`src/rtl/shg_pkg.sv`:
```
`default_nettype none
package shg_pkg;

	localparam int MAX_POINTS_DEF   = 1024;
	localparam int GRID_DIM_MAX_DEF = 64;
	localparam int BUCKET_SLOTS_DEF = 16;

	localparam int NEARBY_KEYS = 4;
	localparam int KEY_W       = 16; // wide enough for a 256 by 256 grid
	localparam int QUEUE_DEPTH = 2;
	localparam int MAX_RESULTS = 64;
	localparam int HIT_CNT_W   = $clog2(MAX_RESULTS + 1);

	localparam int SPACING_W = 31;
	localparam int RES_W     = 7;
	localparam int CFG_IDX_W = 2;

	localparam int DIV_NUM_W = 34;
	localparam int DIV_DEN_W = 31;

	localparam logic [CFG_IDX_W-1:0] REG_GRID_SPACING = 2'd0;
	localparam logic [CFG_IDX_W-1:0] REG_RESOLUTION_X = 2'd1;
	localparam logic [CFG_IDX_W-1:0] REG_RESOLUTION_Y = 2'd2;

	typedef enum logic [1:0] {
		OP_CLEAR     = 2'd0,
		OP_ADD       = 2'd1,
		OP_QUERY_ALL = 2'd2,
		OP_QUERY_ANY = 2'd3
	} op_t;

	typedef enum logic [1:0] {
		ST_OK          = 2'd0,
		ST_STORE_FULL  = 2'd1,
		ST_BUCKET_FULL = 2'd2
	} status_t;

	typedef struct packed {
		op_t                op;
		logic signed [31:0] x_coord;
		logic signed [31:0] y_coord;
		logic [30:0]        radius;
	} in_t;

	typedef struct packed {
		logic [9:0]         point_index;
		logic signed [31:0] point_x;
		logic signed [31:0] point_y;
		logic               hit;
		status_t            status;
		logic               last;
	} out_t;

	typedef struct packed {
		op_t                                op;
		logic signed [31:0]                 x;
		logic signed [31:0]                 y;
		logic [30:0]                        radius;
		logic [NEARBY_KEYS-1:0][KEY_W-1:0]  keys;
	} cmd_t;

endpackage
`default_nettype wire

```
`src/rtl/shg_fifo.sv`:
```
`default_nettype none
module shg_fifo import shg_pkg::*; (
	input  logic clk,
	input  logic arst_n,
	input  logic push,
	input  cmd_t push_data,
	output logic full,
	input  logic pop,
	output cmd_t pop_data,
	output logic empty
);

	localparam int PTR_W = $clog2(QUEUE_DEPTH);
	localparam int CNT_W = $clog2(QUEUE_DEPTH + 1);

	cmd_t             mem_q [QUEUE_DEPTH];
	logic [PTR_W-1:0] wr_q, rd_q;
	logic [CNT_W-1:0] cnt_q;

	function automatic logic [PTR_W-1:0] nxt(input logic [PTR_W-1:0] p);
		return (p == PTR_W'(QUEUE_DEPTH - 1)) ? '0 : p + 1'b1;
	endfunction

	assign full     = cnt_q == CNT_W'(QUEUE_DEPTH);
	assign empty    = cnt_q == '0;
	assign pop_data = mem_q[rd_q];

	always_ff @(posedge clk or negedge arst_n) begin
		if (!arst_n) begin
			wr_q  <= '0;
			rd_q  <= '0;
			cnt_q <= '0;
		end else begin
			if (push)
				wr_q <= nxt(wr_q);
			if (pop)
				rd_q <= nxt(rd_q);
			if (push && !pop)
				cnt_q <= cnt_q + 1'b1;
			else if (pop && !push)
				cnt_q <= cnt_q - 1'b1;
		end
	end

	always_ff @(posedge clk) begin
		if (push)
			mem_q[wr_q] <= push_data;
	end

endmodule
`default_nettype wire

```
`config.mk`:
```
export PLATFORM = sky130hd
export DESIGN_NAME = shg_fifo
export DESIGN_NICKNAME = d
export VERILOG_FILES = /design/src/rtl/shg_pkg.sv /design/src/rtl/shg_fifo.sv
export SDC_FILE = /design/constraint.sdc
export NUM_CORES = 1
export LEC_CHECK = 0
export BUFFER_PORTS_ARGS = -buffer_cell sky130_fd_sc_hd__buf_2
export CORE_MARGIN = 10
export CORE_UTILIZATION = 40
export DETAILED_ROUTE_END_ITERATION = 8
export PLACE_DENSITY_LB_ADDON = 0.2
export SLEW_MARGIN = 20
export SYNTH_ARGS = -nofsm -noshare
export SYNTH_HDL_FRONTEND = slang
export SYNTH_SLANG_ARGS = --single-unit
export TNS_END_PERCENT = 30
```
`constraint.sdc`:
```
create_clock -name clk -period 11.11 [get_ports clk]
set_input_delay 0.5555 -clock clk [delete_from_list [all_inputs] [get_ports clk]]
set_output_delay 0.5555 -clock clk [all_outputs]
set_load 0.1 [all_outputs]
```
==> impl_results.md <==
* Setup Viol. Count Final at 0
* Die area at 37700 µm²
* Root Buffer Master: clkbuf_16
* Slowest stage cell, crit path: dfrtp_4
* Outcome: finished clean
* Clk_lat worst skew at 500 ps
* Core Region at 29800 µm²
* Setup TNS Final at 0 ps
* Final ANT Viol Nets at 0
* Layout Nets at 1036
* Post-CTS Setup Bufs at 0
* Total grt overflow at 0
* Gpl congestion at 0.711
* GRT Total Usage at 13.1%
* H-tree Lvls at 2
* Largest net degree at the start of global routing at 69
* Seq/Total Area, Yosys at 80.6%
* Netlist cell types at 13
* Final Util at 51.1%
* Crit end category: primary output
* Initial antenna violation count at 4
* First-pass GRT wire length at 38500 µm
* Via Count at 5980
* Max_slew headroom at 29.6%
* CTS tree: done
* Arrival @ worst endpoint at 3070 ps
* Fin. Hold Viols at 0
* Synth area leader: edfxtp_1
* Starting Density at 40.7%
* Clock Path Buffers at 3
* Cts repair resizes at 0
* Synth top area share at 79.8%
* Hpwl dp at 17800 µm
* Total iterations of the first detailed-routing run at 5
* #FFs+latches synth at 326
* Fin crit share at 32.6%
* CTS clk-pin slew, worst paths at 60 ps
* Crit Path Max Fanout at 56
* Die X at 194 µm
* Yosys warns at 0
* Worst min path class: input port to flop
* Core Rows at 63
* Most common cell after layout, fill and taps aside: buf_2
* Vias in the first global route at 6267
* Drt first-iter violations at 225
* Synthesized net count at 683
* Share of cells above drive strength 1 at 60.8%
* Wirelength, routed at 25800 µm
* Crit-path max cell delay at 870 ps
* Syn_area_per_cell at 23.4 µm²
* RSZ-0062 raised after global routing: no
* Minimum clock period at 3630 ps
* Final Cell Area at 15200 µm²
* Die Y at 194 µm
* Num CTS Buffers at 35
* Placed Area at 14200 µm²
* Clock Skews at 7.09 ps
* Most frequent cells in the layout: buf_2, edfxtp_1, mux2_2, mux2_4, clkbuf_16
* Startpoint Class: flop
* Ranking of synthesized cells by area: edfxtp_1, mux2_4, mux2_2
* Wire per inst at 20.1 µm
* Slew Limit Fails at 0
* Area growth syn-to-layout at 25.7%
* Cells after DPL at 1222
* Worst path cell trace: buf_4, mux2_4, buf_2
* Max cap viols at 0
* I/O pins at 328
* CTS sink cnt at 326
* Residual DRC at 0
* Worst EP required at 10550 ps
* Critical setup path kind: flop to primary output
* Via density per instance at 4.66
* Fmax at 276 MHz
* Post-Synthesis Cells at 517
* PortBufs at 327
* Pin slew with the least headroom to its limit at 1050 ps
* Post-Syn Area at 12100 µm²
* Fin cells at 1283
==> repair_timing <==
action                                  in CTS  in global routing
hold buffers                                 1                  0
endpoints found under the setup margin       0                  0
hold endpoints to repair                     4                  0
==> stage by stage <==
stage	setup slack (ps)	hold slack [ps]
finish	7480	243
CTS	7390	216
global placement	7180	387
detailed placement	7270	388
floorplan	2890	260
global route	7290	213
==> registers in the layout (all words and copies together), names as in the netlist <==
signal and cells:
mem_q 322, wr_q 1, cnt_q 2, rd_q 1
==> worst max-delay path: cells and delay by family (launching register included) <==
family / cells / cell delay [ps]
buffers and inverters: 2 / 1270
flip-flops: 1 / 870
multiplexers: 1 / 300
==> layout make-up <==
class                      count  area [µm²]
sequential                   326        9770
clock buffer                  47         963
timing repair buffer         334        1690
clock inverter                12         109
fill                        2486       14600
inverter                       1        3.75
antenna                        1        2.50
tap                          390         488
multi-input combinational    172        2210
==> logic make-up (layout without fill, tap and decap cells) <==
family / count (synthesis) / count (layout) / synth area share (%)
and+or+nand+nor: 5 / 5 / 0.217
adders and majority gates: 1 / 1 / 0.103
muxes: 161 / 161 / 17.4
DFF: 326 / 326 / 80.6
buffers and inverters: 19 / 394 / 1.29
xor gates and xnor gates: 5 / 5 / 0.361
other: 0 / 1 / 0
==> synthesized netlist by cell type (all sizes together) <==
cell type	count
and2	1
buf	18
dfrtp	4
edfxtp	322
ha	1
inv	1
mux2	161
nor2	2
nor2b	2
xnor2	1
xor2	4
==> final timing paths <==
path	startpoint	endpoint	slack [ps]	cells past startpoint
setup / recovery	rd_q	pop_data[101]	7480	3
hold / removal	push_data[30]	mem_q[1][30]	240	1
setup reg to reg	wr_q	mem_q[0][44]	7750	3
hold reg to reg	cnt_q[1]	cnt_q[1]	510	1
max in group asynchronous	arst_n	rd_q	10510	2
min in group asynchronous	arst_n	rd_q	450	2
==> metal layers <==
metal | global-route usage, % | wire length (µm)
met1 | 16.3 | 11000
met2 | 20.3 | 11800
met3 | 5.91 | 2480
met4 | 3.46 | 468
met5 | 0 | 36
Power is not shown: default switching activity piles up to over one toggle a cycle in this logic, so the estimate is an artifact.
