File: src/rtl/shg_pkg.sv
`default_nettype none
package shg_pkg;

	localparam int MAX_POINTS_DEF   = 1024;
	localparam int GRID_DIM_MAX_DEF = 64;
	localparam int BUCKET_SLOTS_DEF = 16;

	localparam int NEARBY_KEYS = 4;
	localparam int KEY_W       = 16; // wide enough for a 256 by 256 grid
	localparam int QUEUE_DEPTH = 2;
	localparam int MAX_RESULTS = 64;
	localparam int HIT_CNT_W   = $clog2(MAX_RESULTS + 1);

	localparam int SPACING_W = 31;
	localparam int RES_W     = 7;
	localparam int CFG_IDX_W = 2;

	localparam int DIV_NUM_W = 34;
	localparam int DIV_DEN_W = 31;

	localparam logic [CFG_IDX_W-1:0] REG_GRID_SPACING = 2'd0;
	localparam logic [CFG_IDX_W-1:0] REG_RESOLUTION_X = 2'd1;
	localparam logic [CFG_IDX_W-1:0] REG_RESOLUTION_Y = 2'd2;

	typedef enum logic [1:0] {
		OP_CLEAR     = 2'd0,
		OP_ADD       = 2'd1,
		OP_QUERY_ALL = 2'd2,
		OP_QUERY_ANY = 2'd3
	} op_t;

	typedef enum logic [1:0] {
		ST_OK          = 2'd0,
		ST_STORE_FULL  = 2'd1,
		ST_BUCKET_FULL = 2'd2
	} status_t;

	typedef struct packed {
		op_t                op;
		logic signed [31:0] x_coord;
		logic signed [31:0] y_coord;
		logic [30:0]        radius;
	} in_t;

	typedef struct packed {
		logic [9:0]         point_index;
		logic signed [31:0] point_x;
		logic signed [31:0] point_y;
		logic               hit;
		status_t            status;
		logic               last;
	} out_t;

	typedef struct packed {
		op_t                                op;
		logic signed [31:0]                 x;
		logic signed [31:0]                 y;
		logic [30:0]                        radius;
		logic [NEARBY_KEYS-1:0][KEY_W-1:0]  keys;
	} cmd_t;

endpackage
`default_nettype wire

File: src/rtl/shg_div.sv
`default_nettype none
module shg_div import shg_pkg::*; (
	input  logic                 clk,
	input  logic                 arst_n,
	input  logic                 start,
	input  logic [DIV_NUM_W-1:0] num,
	input  logic [DIV_DEN_W-1:0] den,
	output logic                 done,
	output logic [DIV_NUM_W-1:0] quo,
	output logic [DIV_DEN_W-1:0] rem
);

	localparam int CNT_W = $clog2(DIV_NUM_W + 1);

	logic                 busy_q;
	logic                 done_q;
	logic [CNT_W-1:0]     cnt_q;
	logic [DIV_NUM_W-1:0] quo_q;
	logic [DIV_DEN_W-1:0] rem_q;
	logic [DIV_DEN_W-1:0] den_q;
	logic [DIV_DEN_W:0]   trial;
	logic [DIV_DEN_W:0]   diff;
	logic                 ge;

	assign trial = {rem_q, quo_q[DIV_NUM_W-1]};
	assign ge    = trial >= {1'b0, den_q};
	assign diff  = trial - {1'b0, den_q};

	always_ff @(posedge clk or negedge arst_n) begin
		if (!arst_n) begin
			busy_q <= 1'b0;
			done_q <= 1'b0;
			cnt_q  <= '0;
		end else begin
			done_q <= 1'b0;
			if (start) begin
				busy_q <= 1'b1;
				cnt_q  <= '0;
			end else if (busy_q) begin
				cnt_q <= cnt_q + 1'b1;
				if (cnt_q == CNT_W'(DIV_NUM_W - 1)) begin
					busy_q <= 1'b0;
					done_q <= 1'b1;
				end
			end
		end
	end

	always_ff @(posedge clk) begin
		if (start) begin
			quo_q <= num;
			rem_q <= '0;
			den_q <= den;
		end else if (busy_q) begin
			quo_q <= {quo_q[DIV_NUM_W-2:0], ge};
			rem_q <= ge ? diff[DIV_DEN_W-1:0] : trial[DIV_DEN_W-1:0];
		end
	end

	assign done = done_q;
	assign quo  = quo_q;
	assign rem  = rem_q;

endmodule
`default_nettype wire

File: src/rtl/shg_front.sv
`default_nettype none
module shg_front import shg_pkg::*; #(
	parameter int GRID_DIM_MAX = GRID_DIM_MAX_DEF
) (
	input  logic                 clk,
	input  logic                 arst_n,
	input  logic                 in_valid,
	output logic                 in_stall,
	input  in_t                  in_data,
	input  logic [SPACING_W-1:0] grid_spacing,
	input  logic [RES_W-1:0]     resolution_x,
	input  logic [RES_W-1:0]     resolution_y,
	input  logic                 hold,
	input  logic                 q_full,
	output logic                 q_push,
	output cmd_t                 q_data
);

	localparam int DIM_W = $clog2(GRID_DIM_MAX + 1);
	localparam int WI_W  = $clog2(GRID_DIM_MAX);

	typedef enum logic [2:0] {
		F_IDLE = 3'b001,
		F_DIV  = 3'b010,
		F_PUSH = 3'b100
	} fstate_t;

	function automatic logic [DIM_W-1:0] eff_res(input logic [RES_W-1:0] r);
		logic [RES_W+DIM_W-1:0] e;
		e = {{DIM_W{1'b0}}, r};
		if (r == '0)
			return DIM_W'(1);
		if (e > (RES_W+DIM_W)'(GRID_DIM_MAX))
			return DIM_W'(GRID_DIM_MAX);
		return e[DIM_W-1:0];
	endfunction

	function automatic logic [DIV_NUM_W-1:0] abs_n(input logic [DIV_NUM_W-1:0] v);
		return v[DIV_NUM_W-1] ? (~v + 1'b1) : v;
	endfunction

	function automatic logic [WI_W-1:0] nb_step(input logic [WI_W-1:0] w,
			input logic [DIM_W-1:0] r, input logic up);
		logic [DIM_W-1:0] t;
		t = r - 1'b1;
		if (up)
			return (DIM_W'(w) + 1'b1 == r) ? '0 : w + 1'b1;
		return (w == '0) ? t[WI_W-1:0] : w - 1'b1;
	endfunction

	function automatic logic [KEY_W-1:0] key_of(input logic [WI_W-1:0] wx,
			input logic [WI_W-1:0] wy, input logic [DIM_W-1:0] r);
		return KEY_W'(wy) * KEY_W'(r) + KEY_W'(wx);
	endfunction

	fstate_t              st_q;
	logic [1:0]           step_q;
	logic                 start_q;
	in_t                  in_q;
	logic [DIV_NUM_W-1:0] bx_q, by_q;
	logic [SPACING_W-1:0] remx_q, remy_q;
	logic [WI_W-1:0]      wx_q, wy_q;

	logic [SPACING_W-1:0] sp;
	logic [DIM_W-1:0]     rx, ry, wres;
	logic [DIV_NUM_W-1:0] div_num, div_quo, fq;
	logic [DIV_DEN_W-1:0] div_den, div_rem, frem;
	logic                 div_done, neg, rz, wneg, upx, upy;
	logic [WI_W-1:0]      m, wv, wx2, wy2;
	logic [DIM_W-1:0]     wt;

	assign sp = (grid_spacing == '0) ? SPACING_W'(1) : grid_spacing;
	assign rx = eff_res(resolution_x);
	assign ry = eff_res(resolution_y);

	always_comb begin
		case (step_q)
			2'd0:    div_num = abs_n({{2{in_q.x_coord[31]}}, in_q.x_coord});
			2'd1:    div_num = abs_n({{2{in_q.y_coord[31]}}, in_q.y_coord});
			2'd2:    div_num = abs_n(bx_q);
			default: div_num = abs_n(by_q);
		endcase
	end

	assign wres    = step_q[0] ? ry : rx;
	assign div_den = step_q[1] ? DIV_DEN_W'(wres) : sp;

	shg_div u_div (
		.clk    (clk),
		.arst_n (arst_n),
		.start  (start_q),
		.num    (div_num),
		.den    (div_den),
		.done   (div_done),
		.quo    (div_quo),
		.rem    (div_rem)
	);

	// floor division from the magnitude result
	assign neg  = step_q[0] ? in_q.y_coord[31] : in_q.x_coord[31];
	assign rz   = div_rem == '0;
	assign fq   = neg ? (rz ? (~div_quo + 1'b1) : ~div_quo) : div_quo;
	assign frem = (neg && !rz) ? sp - div_rem : div_rem;

	// wrap into the grid
	assign wneg = step_q[0] ? by_q[DIV_NUM_W-1] : bx_q[DIV_NUM_W-1];
	assign m    = div_rem[WI_W-1:0];
	assign wt   = wres - DIM_W'(m);
	assign wv   = (wneg && m != '0) ? wt[WI_W-1:0] : m;

	assign upx = {remx_q, 1'b0} >= {1'b0, sp};
	assign upy = {remy_q, 1'b0} >= {1'b0, sp};
	assign wx2 = nb_step(wx_q, rx, upx);
	assign wy2 = nb_step(wy_q, ry, upy);

	always_comb begin
		q_data         = '0;
		q_data.op      = in_q.op;
		q_data.x       = in_q.x_coord;
		q_data.y       = in_q.y_coord;
		q_data.radius  = in_q.radius;
		q_data.keys[0] = key_of(wx_q, wy_q, rx);
		q_data.keys[1] = key_of(wx_q, wy2, rx);
		q_data.keys[2] = key_of(wx2, wy_q, rx);
		q_data.keys[3] = key_of(wx2, wy2, rx);
	end

	assign q_push   = (st_q == F_PUSH) && !q_full;
	assign in_stall = (st_q != F_IDLE) || hold;

	always_ff @(posedge clk or negedge arst_n) begin
		if (!arst_n) begin
			st_q    <= F_IDLE;
			step_q  <= '0;
			start_q <= 1'b0;
		end else begin
			start_q <= 1'b0;
			unique case (st_q)
				F_IDLE: begin
					if (in_valid && !in_stall) begin
						step_q <= '0;
						if (in_data.op == OP_CLEAR) begin
							st_q <= F_PUSH;
						end else begin
							start_q <= 1'b1;
							st_q    <= F_DIV;
						end
					end
				end
				F_DIV: begin
					if (div_done) begin
						if (step_q == 2'd3) begin
							st_q <= F_PUSH;
						end else begin
							step_q  <= step_q + 1'b1;
							start_q <= 1'b1;
						end
					end
				end
				F_PUSH: begin
					if (!q_full)
						st_q <= F_IDLE;
				end
				default: st_q <= F_IDLE;
			endcase
		end
	end

	always_ff @(posedge clk) begin
		if (st_q == F_IDLE && in_valid && !in_stall)
			in_q <= in_data;
		if (div_done) begin
			case (step_q)
				2'd0: begin
					bx_q   <= fq;
					remx_q <= frem;
				end
				2'd1: begin
					by_q   <= fq;
					remy_q <= frem;
				end
				2'd2:    wx_q <= wv;
				default: wy_q <= wv;
			endcase
		end
	end

endmodule
`default_nettype wire

File: config.mk
export PLATFORM = sky130hd
export DESIGN_NAME = shg_front
export DESIGN_NICKNAME = d
export VERILOG_FILES = /design/src/rtl/shg_pkg.sv /design/src/rtl/shg_div.sv /design/src/rtl/shg_front.sv
export SDC_FILE = /design/constraint.sdc
export NUM_CORES = 1
export LEC_CHECK = 0
export ABC_AREA = 1
export BUFFER_PORTS_ARGS = -buffer_cell sky130_fd_sc_hd__buf_2
export CAP_MARGIN = 20
export CORE_ASPECT_RATIO = 1.2
export CORE_UTILIZATION = 35
export DETAILED_ROUTE_END_ITERATION = 8
export GPL_TIMING_DRIVEN = 0
export SLEW_MARGIN = 40
export SYNTH_ARGS = -nofsm -noshare
export SYNTH_HDL_FRONTEND = slang
export SYNTH_SLANG_ARGS = --single-unit
File: constraint.sdc
create_clock -name clk -period 7.4 [get_ports clk]
set_input_delay 0.74 -clock clk [delete_from_list [all_inputs] [get_ports clk]]
set_output_delay 0.74 -clock clk [all_outputs]
set_load 0.005 [all_outputs]
==> results_dict.tcl, run 1 <==
set metrics [dict create \
    vias 26100 \
    totalWireLength_um 94800 \
    antenna_cells 0 \
    powerDensity_nw_per_um2 320 \
    dpl.hpwl_um 77400 \
    crit_path_max_fanout 7 \
    synth_commonest_cells "662 x nand2_1, 515 x inv_1, 394 x nor2_1" \
    synth_edf_count 304 \
    setup_viol 0 \
    synth_area_per_cell_um2 7.79 \
    gp_congestion 0.930 \
    relSlewSlack_pct 47.5 \
    yosysSeqAreaShare_pct 36.0 \
    hold_buffers 0 \
    critPathCapture "q_data[60]" \
    rr_worst_depth 11 \
    path_clk_slew_ns 0.07 \
    clock_skew_ns 0.0278 \
    cp_top_family "adder cells" \
    cp.required_ns 6.66 \
    ant_nets 0 \
    critPathCaptureType "primary output" \
    dr.pass1.iters 8 \
    dieWidth_um 261 \
    slowest_delay_ns 0.55 \
    startpoint "grid_spacing[29]" \
    cts.sinks 349 \
    grt_overflow_total 0 \
    synth_ff_type "edfxtp_1" \
    top_level_ports 310 \
    grt_pass1_wl_um 144000 \
    final_core_util_pct 41.3 \
    post-route-min-period_ns 7.04 \
    post-synth-top-area-cell "edfxtp_1" \
    syn2layout_area_growth_pct 16.6 \
    htreeDepth 2 \
    leakage_nw 14.6 \
    reg2reg_from "step_q[0]$_DFFE_PN0P_" \
    yosysWarnings 0 \
    hp-class "in2async" \
    synthDistinctLibCells 65 \
    violations "design-rule violations" \
    netlist_instances 3604 \
    cts_tree "built" \
    timing.critical_path.buf_inv 6 \
    grt_start_max_net_pins 39 \
    numPortBuffers 301 \
    numCtsBuffers 42 \
    nNetsFinal 4377 \
    die_y_um 312 \
    cp.arrival_ns 6.30 \
    wire_per_inst_um 18.8 \
    setup_tns_ns 0 \
    status "complete, but fails checks" \
    insertion_delay_ns 0.59 \
    tightest_slew_ns 0.777 \
    finalPower_w 0.0105 \
    async_flop_share_pct 4.01 \
    crit_type "in2out" \
    r2r_slack_ns 3.76 \
    fmaxAchievable_ghz 0.142 \
    cp.depth 28 \
    via_per_inst 5.18 \
    rows 113 \
    core_um2 79300 \
    clockRootBuffer "clkbuf_16" \
    stdcell_area_um2 32700 \
    vdd_drop_max_mv 0.199 \
    drive_gt1_share_pct 13.7 \
    drt_iter0_drc 1895 \
    worst_hold_slack_ns 0.0440 \
    cpMostUsedCell "fa_1" \
    ys_ff_latch 349 \
    cts_buffer_depth 3 \
    cap_violations 0 \
    ys_top_cells_by_area "edfxtp_1 33%, ha_1 9.3%, nand2_1 8.9%, inv_1 6.9%, nor2_1 5.3%" \
    grtUsageTotal_pct 23.0 \
    first_global_vias 25200 \
    start_util_pct 35.4 \
    post_dp_cell_area_um2 31200 \
    drc_errors 26 \
    yosysMostFrequentCell "nand2_1" \
    antenna_found_initial 1 \
    cp-start-kind "primary input" \
    r2r-end "u_div.quo[2]$_DFFE_PP_" \
    fin_crit_sh_pct 95.2 \
    synth_top_area_share_pct 32.5 \
    cp_slowest_cell "fa_1" \
    hold_viol 0 \
    die_area_um2 81400 \
    slew_viol_final 0 \
    synth_area_um2 28100 \
]
-- metrics by stage --
stage / std cells / worst slack (ns)
after floorplan: 3611 / 1.11
after detailed placement: 4957 / -0.289
after global routing: 5038 / -0.0129
after global placement: 4947 / -0.764
final: 5038 / 0.355
after CTS: 5035 / 0.0571
-- power breakdown --
part	internal [W]	switching [W]
Combinational	0.00173	0.00349
Sequential	0.00285	0.000393
Clock	0.00116	0.000875
-- placed cells by master (no fill, tap or decap), drive strengths merged, types with 11 or more instances in the layout --
cell type	n
xnor2	47
nand2	679
edfxtp	304
nor3	74
nand3	234
xor2	130
nor4	26
ha	209
a31oi	12
buf	352
nand4	52
nor2	407
dfxtp	31
o21bai	11
or2	11
dfrtp	13
o21ai	307
a21oi	243
inv	527
clkbuf	133
clkinv	18
o211ai	31
fa	49
-- flip-flops by register name, indices dropped and copies added (netlist names), 31 cells and up --
signal	flops
remy_q	31
u_div.quo	34
q_data	97
remx_q	31
bx_q	34
u_div.den_q	31
by_q	34
u_div.rem	31
-- timing repair --
item / 4_1_cts / 5_1_grt
pin swaps: 1 / 5
resized for setup: 6 / 48
setup buffers: 3 / 3
setup endpoints to repair: 8 / 10
-- routing by layer --
metal  global-route usage [%]  wire length (um)  share of wire (%)  vias to the layer above
met4                     8.90              3910                4.1                        0
met3                     2.77              5130                5.4                      165
met1                     27.8             38100                 40                    12200
li1                         -                 -                  -                    12800
met2                     41.2             47600                 50                      858
met5                        0                 0                  0                        -
-- kinds of logic (layout without fill, tap and decap cells) --
family                     after synthesis  count (layout)  synth area share [%]
other                                    1               8                0.0134
and+or+nand+nor                       1495            1495                  23.1
AOI/OAI and AO/OA                      680             680                  13.6
DFF                                    349             349                  36.0
adders and majority gates              258             258                  12.8
xor gates and xnor gates               177             177                  5.58
buffers and inverters                  644            1036                  8.99
-- final cells by class --
type / instances / area [um2]
Clock inverter: 24 / 195
Clock buffer: 51 / 1130
Timing Repair Buffer: 317 / 1760
Fill cell: 8205 / 46600
Sequential cell: 349 / 10100
Tap cell: 1035 / 1290
Buffer: 117 / 549
Inverter: 527 / 2000
Multi-Input combinational cell: 2618 / 15700
-- worst reg2reg max path, cell delays in order (launching register included) --
cell	delay [ns]
dfrtp_1	0.38
buf_2	0.26
inv_1	0.15
clkbuf_1	0.26
ha_1	0.41
inv_1	0.16
clkbuf_1	0.54
a21oi_1	0.07
o21ai_0	0.11
nand2_1	0.09
o311ai_0	0.67
o21ai_0	0.23
-- worst min-delay path by stage --
stage	startpoint	end	slack [ns]	cells after the start
finish	arst_n	step_q[0]$_DFFE_PN0P_	0.04	1
global route	arst_n	u_div.cnt_q[5]$_DFFE_PN0P_	0.06	1
detailed placement	u_div.rem[25]$_SDFFE_PP0P_	u_div.rem[25]$_SDFFE_PP0P_	0.49	2
floorplan	arst_n	st_q[1]$_DFFE_PN0P_	0.44	0
CTS	arst_n	step_q[0]$_DFFE_PN0P_	0.04	1
global placement	u_div.rem[25]$_SDFFE_PP0P_	u_div.rem[25]$_SDFFE_PP0P_	0.48	2
Note: power is estimated with default switching activity, not from simulation.
==> run 2, diff against run 1 <==
--- a/config.mk
+++ b/config.mk
@@ -5,7 +5,6 @@
 export SDC_FILE = /design/constraint.sdc
 export NUM_CORES = 1
 export LEC_CHECK = 0
-export ABC_AREA = 1
 export BUFFER_PORTS_ARGS = -buffer_cell sky130_fd_sc_hd__buf_2
 export CAP_MARGIN = 20
 export CORE_ASPECT_RATIO = 1.2
@@ -16,3 +15,4 @@
 export SYNTH_ARGS = -nofsm -noshare
 export SYNTH_HDL_FRONTEND = slang
 export SYNTH_SLANG_ARGS = --single-unit
+export TNS_END_PERCENT = 20
==> results_dict.tcl, run 2 <==
set metrics [dict create \
    cp.required_ns 6.66 \
    grt_setup_unrepaired "yes" \
    cts.sinks 349 \
    dpl.hpwl_um 61400 \
    grt_overflow_total 0 \
    dr.pass1.iters 7 \
    cap_violations 0 \
    die_y_um 299 \
    cp_top_family "compound AO/OA/AOI/OAI gates" \
    leakage_nw 12.4 \
    setup_viol 14 \
    vias 21400 \
    nNetsFinal 3433 \
    p_seq_share_pct 34.2 \
    cp.depth 29 \
    async_flop_share_pct 4.01 \
    power_frac_comb_pct 42.5 \
    critPathCaptureType "primary output" \
    finalPower_w 0.00883 \
    power.internal_w 0.00536 \
    clockRootBuffer "clkbuf_16" \
    cts_tree "built" \
    ant_nets 0 \
    gp_congestion 0.914 \
    numPortBuffers 299 \
    totalWireLength_um 79700 \
    synthDistinctLibCells 82 \
    start_util_pct 35.5 \
    layout.cells.most_common "edfxtp_1" \
    powerDensity_nw_per_um2 288 \
    synth_area_um2 25800 \
    synth_top_area_share_pct 35.4 \
    yosysWarnings 0 \
    grt_start_max_net_pins 83 \
    relSlewSlack_pct 43.1 \
    cp.arrival_ns 7.14 \
    p_sw_share_pct 39.2 \
    netlist_instances 2649 \
    synth_commonest_cells "304 x edfxtp_1, 209 x ha_1, 207 x nor2_1" \
    syn2layout_area_growth_pct 19.0 \
    htreeDepth 2 \
    post-synth-top-area-cell "edfxtp_1" \
    synth_edf_count 304 \
    fin_crit_sh_pct 106 \
    switching_power_w 0.00346 \
    yosysSeqAreaShare_pct 39.2 \
    hold_viol 0 \
    top_level_ports 310 \
    grtUsageTotal_pct 20.9 \
    cp-start-kind "primary input" \
    nFillCells 7171 \
    insertion_delay_ns 0.61 \
    final_cell_mix "304 x edfxtp_1, 299 x buf_2, 201 x nand2_1, 199 x nor2_1, 199 x ha_1" \
    vdd_drop_max_mv 0.194 \
    largest_reg_flops 97 \
    crit_type "in2out" \
    slew_viol_final 0 \
    layout_setup_ws_ns -0.476 \
    cpMostUsedCell "fa_1" \
    synth_ff_type "edfxtp_1" \
    status "complete, but fails checks" \
    path_clk_slew_ns 0.07 \
    die_area_um2 74700 \
    synth_area_per_cell_um2 9.73 \
    ys_top_cells_by_area "edfxtp_1 35%, ha_1 10%, xnor2_1 6.3%, fa_1 3.8%, xor2_1 3.6%" \
    grt_pass1_wl_um 122000 \
    cts_buffer_depth 3 \
    cp_slowest_cell "or4_4" \
    slowest_delay_ns 0.58 \
    final_core_util_pct 42.3 \
    hp-class "in2async" \
    rows 108 \
    hold_buffers 0 \
    ys_ff_latch 349 \
    core_um2 72600 \
    first_global_vias 21700 \
    timing.critical_path.buf_inv 5 \
    post-route-min-period_ns 7.88 \
    yosysMostFrequentCell "edfxtp_1" \
    crit_path_max_fanout 6 \
    numCtsBuffers 41 \
    wire_per_inst_um 19.9 \
    dieWidth_um 250 \
    antenna_found_initial 3 \
    tightest_slew_ns 0.854 \
    clock_skew_ns 0.0392 \
    fmaxAchievable_ghz 0.127 \
    via_per_inst 5.35 \
    drive_gt1_share_pct 17.3 \
    p_clk_share_pct 23.3 \
    drc_errors 0 \
    drt_iter0_drc 1365 \
    violations "negative setup slack" \
    rr_worst_depth 9 \
    worst_hold_slack_ns 0.0745 \
]
run 2: changes by cell type after synthesis, moves of 32 or more:
cell,delta
nand3_1,-196
inv_1,-314
nor2b_1,+32
nand2_1,-461
nand2b_1,+34
nor2_1,-187
a21oi_1,-62
o31ai_1,+40
xnor2_1,+139
a21o_1,+50
o21ai_0,-99
run 2: stage by stage:
step / setup WS, ns / setup TNS (ns) / std cells / cell area [um2]
global route: -0.619 / -6.49 / 3996 / 30700
detailed placement: -1.55 / -19.72 / 3896 / 28600
floorplan: 0.0827 / 0 / 2656 / 25800
finish: -0.476 / -4.18 / 3996 / 30700
CTS: -0.545 / -6.44 / 3989 / 30400
global placement: -2.37 / -38.42 / 3890 / 28500
run 2: layout make-up:
cell class              instances  area (um2)  share of cell area, %
diodes                          1        2.50                0.00816
clock inverters                23         225                  0.734
well taps                     935        1170                   3.81
multi-input cells            1978       14900                   48.5
clock buffers                  52        1130                   3.68
inverters                     204         778                   2.54
plain buffers                 125         520                   1.70
flip-flops and latches        349       10100                   32.9
repair buffers                329        1860                   6.06
run 2: final timing paths:
kind | startpoint | slack (ns) | end
worst max-delay path | grid_spacing[10] | -0.48 | q_data[28]
worst min-delay path | arst_n | 0.07 | step_q[1]$_DFFE_PN0P_
worst max register to register | step_q[1]$_DFFE_PN0P_ | 3.18 | remy_q[23]$_DFFE_PP_
worst min register to register | u_div.rem[4]$_SDFFE_PP0P_ | 0.52 | u_div.rem[4]$_SDFFE_PP0P_
max in group asynchronous | arst_n | 7.01 | st_q[0]$_DFFE_PN1P_
min in group clk | in_data[61] | 0.30 | q_data[125]$_DFFE_PP_
run 2: repair_timing:
action / 4_1_cts / 5_1_grt
buffers inserted: 18 / 6
setup endpoints to repair: 21 / 22
pin swaps: 29 / 22
gates resized for setup: 55 / 42
run 2: kinds of logic after synthesis:
family                     after synthesis  synth area share, %
and+or+nand+nor                        726                 13.8
AOI/OAI and AO/OA                      634                 15.6
DFF                                    349                 39.2
buffers and inverters                  329                 4.98
xor gates and xnor gates               292                 9.93
adders and majority gates              258                 14.0
muxes                                   60                 2.48
other                                    1               0.0146
run 2: metal layers:
layer  wire length [um]  track usage (%)  up-vias
li1                   -                -    10300
met1              32500             24.9    10300
met2              40200             37.8      661
met3               3970             2.54      166
met4               2940             8.69        0
met5                  0                0        -
run 2: power by group through the flow:
| stage | Clock [W] | Combinational (W) | Sequential [W] |
|---|---|---|---|
| after floorplan | 0 | 0.00261 | 0.00294 |
| after global placement | 0 | 0.00356 | 0.00306 |
| after detailed placement | 0 | 0.00362 | 0.00305 |
| after CTS | 0.00211 | 0.00368 | 0.00302 |
| after global routing | 0.00216 | 0.00415 | 0.00306 |
| final | 0.00206 | 0.00375 | 0.00302 |
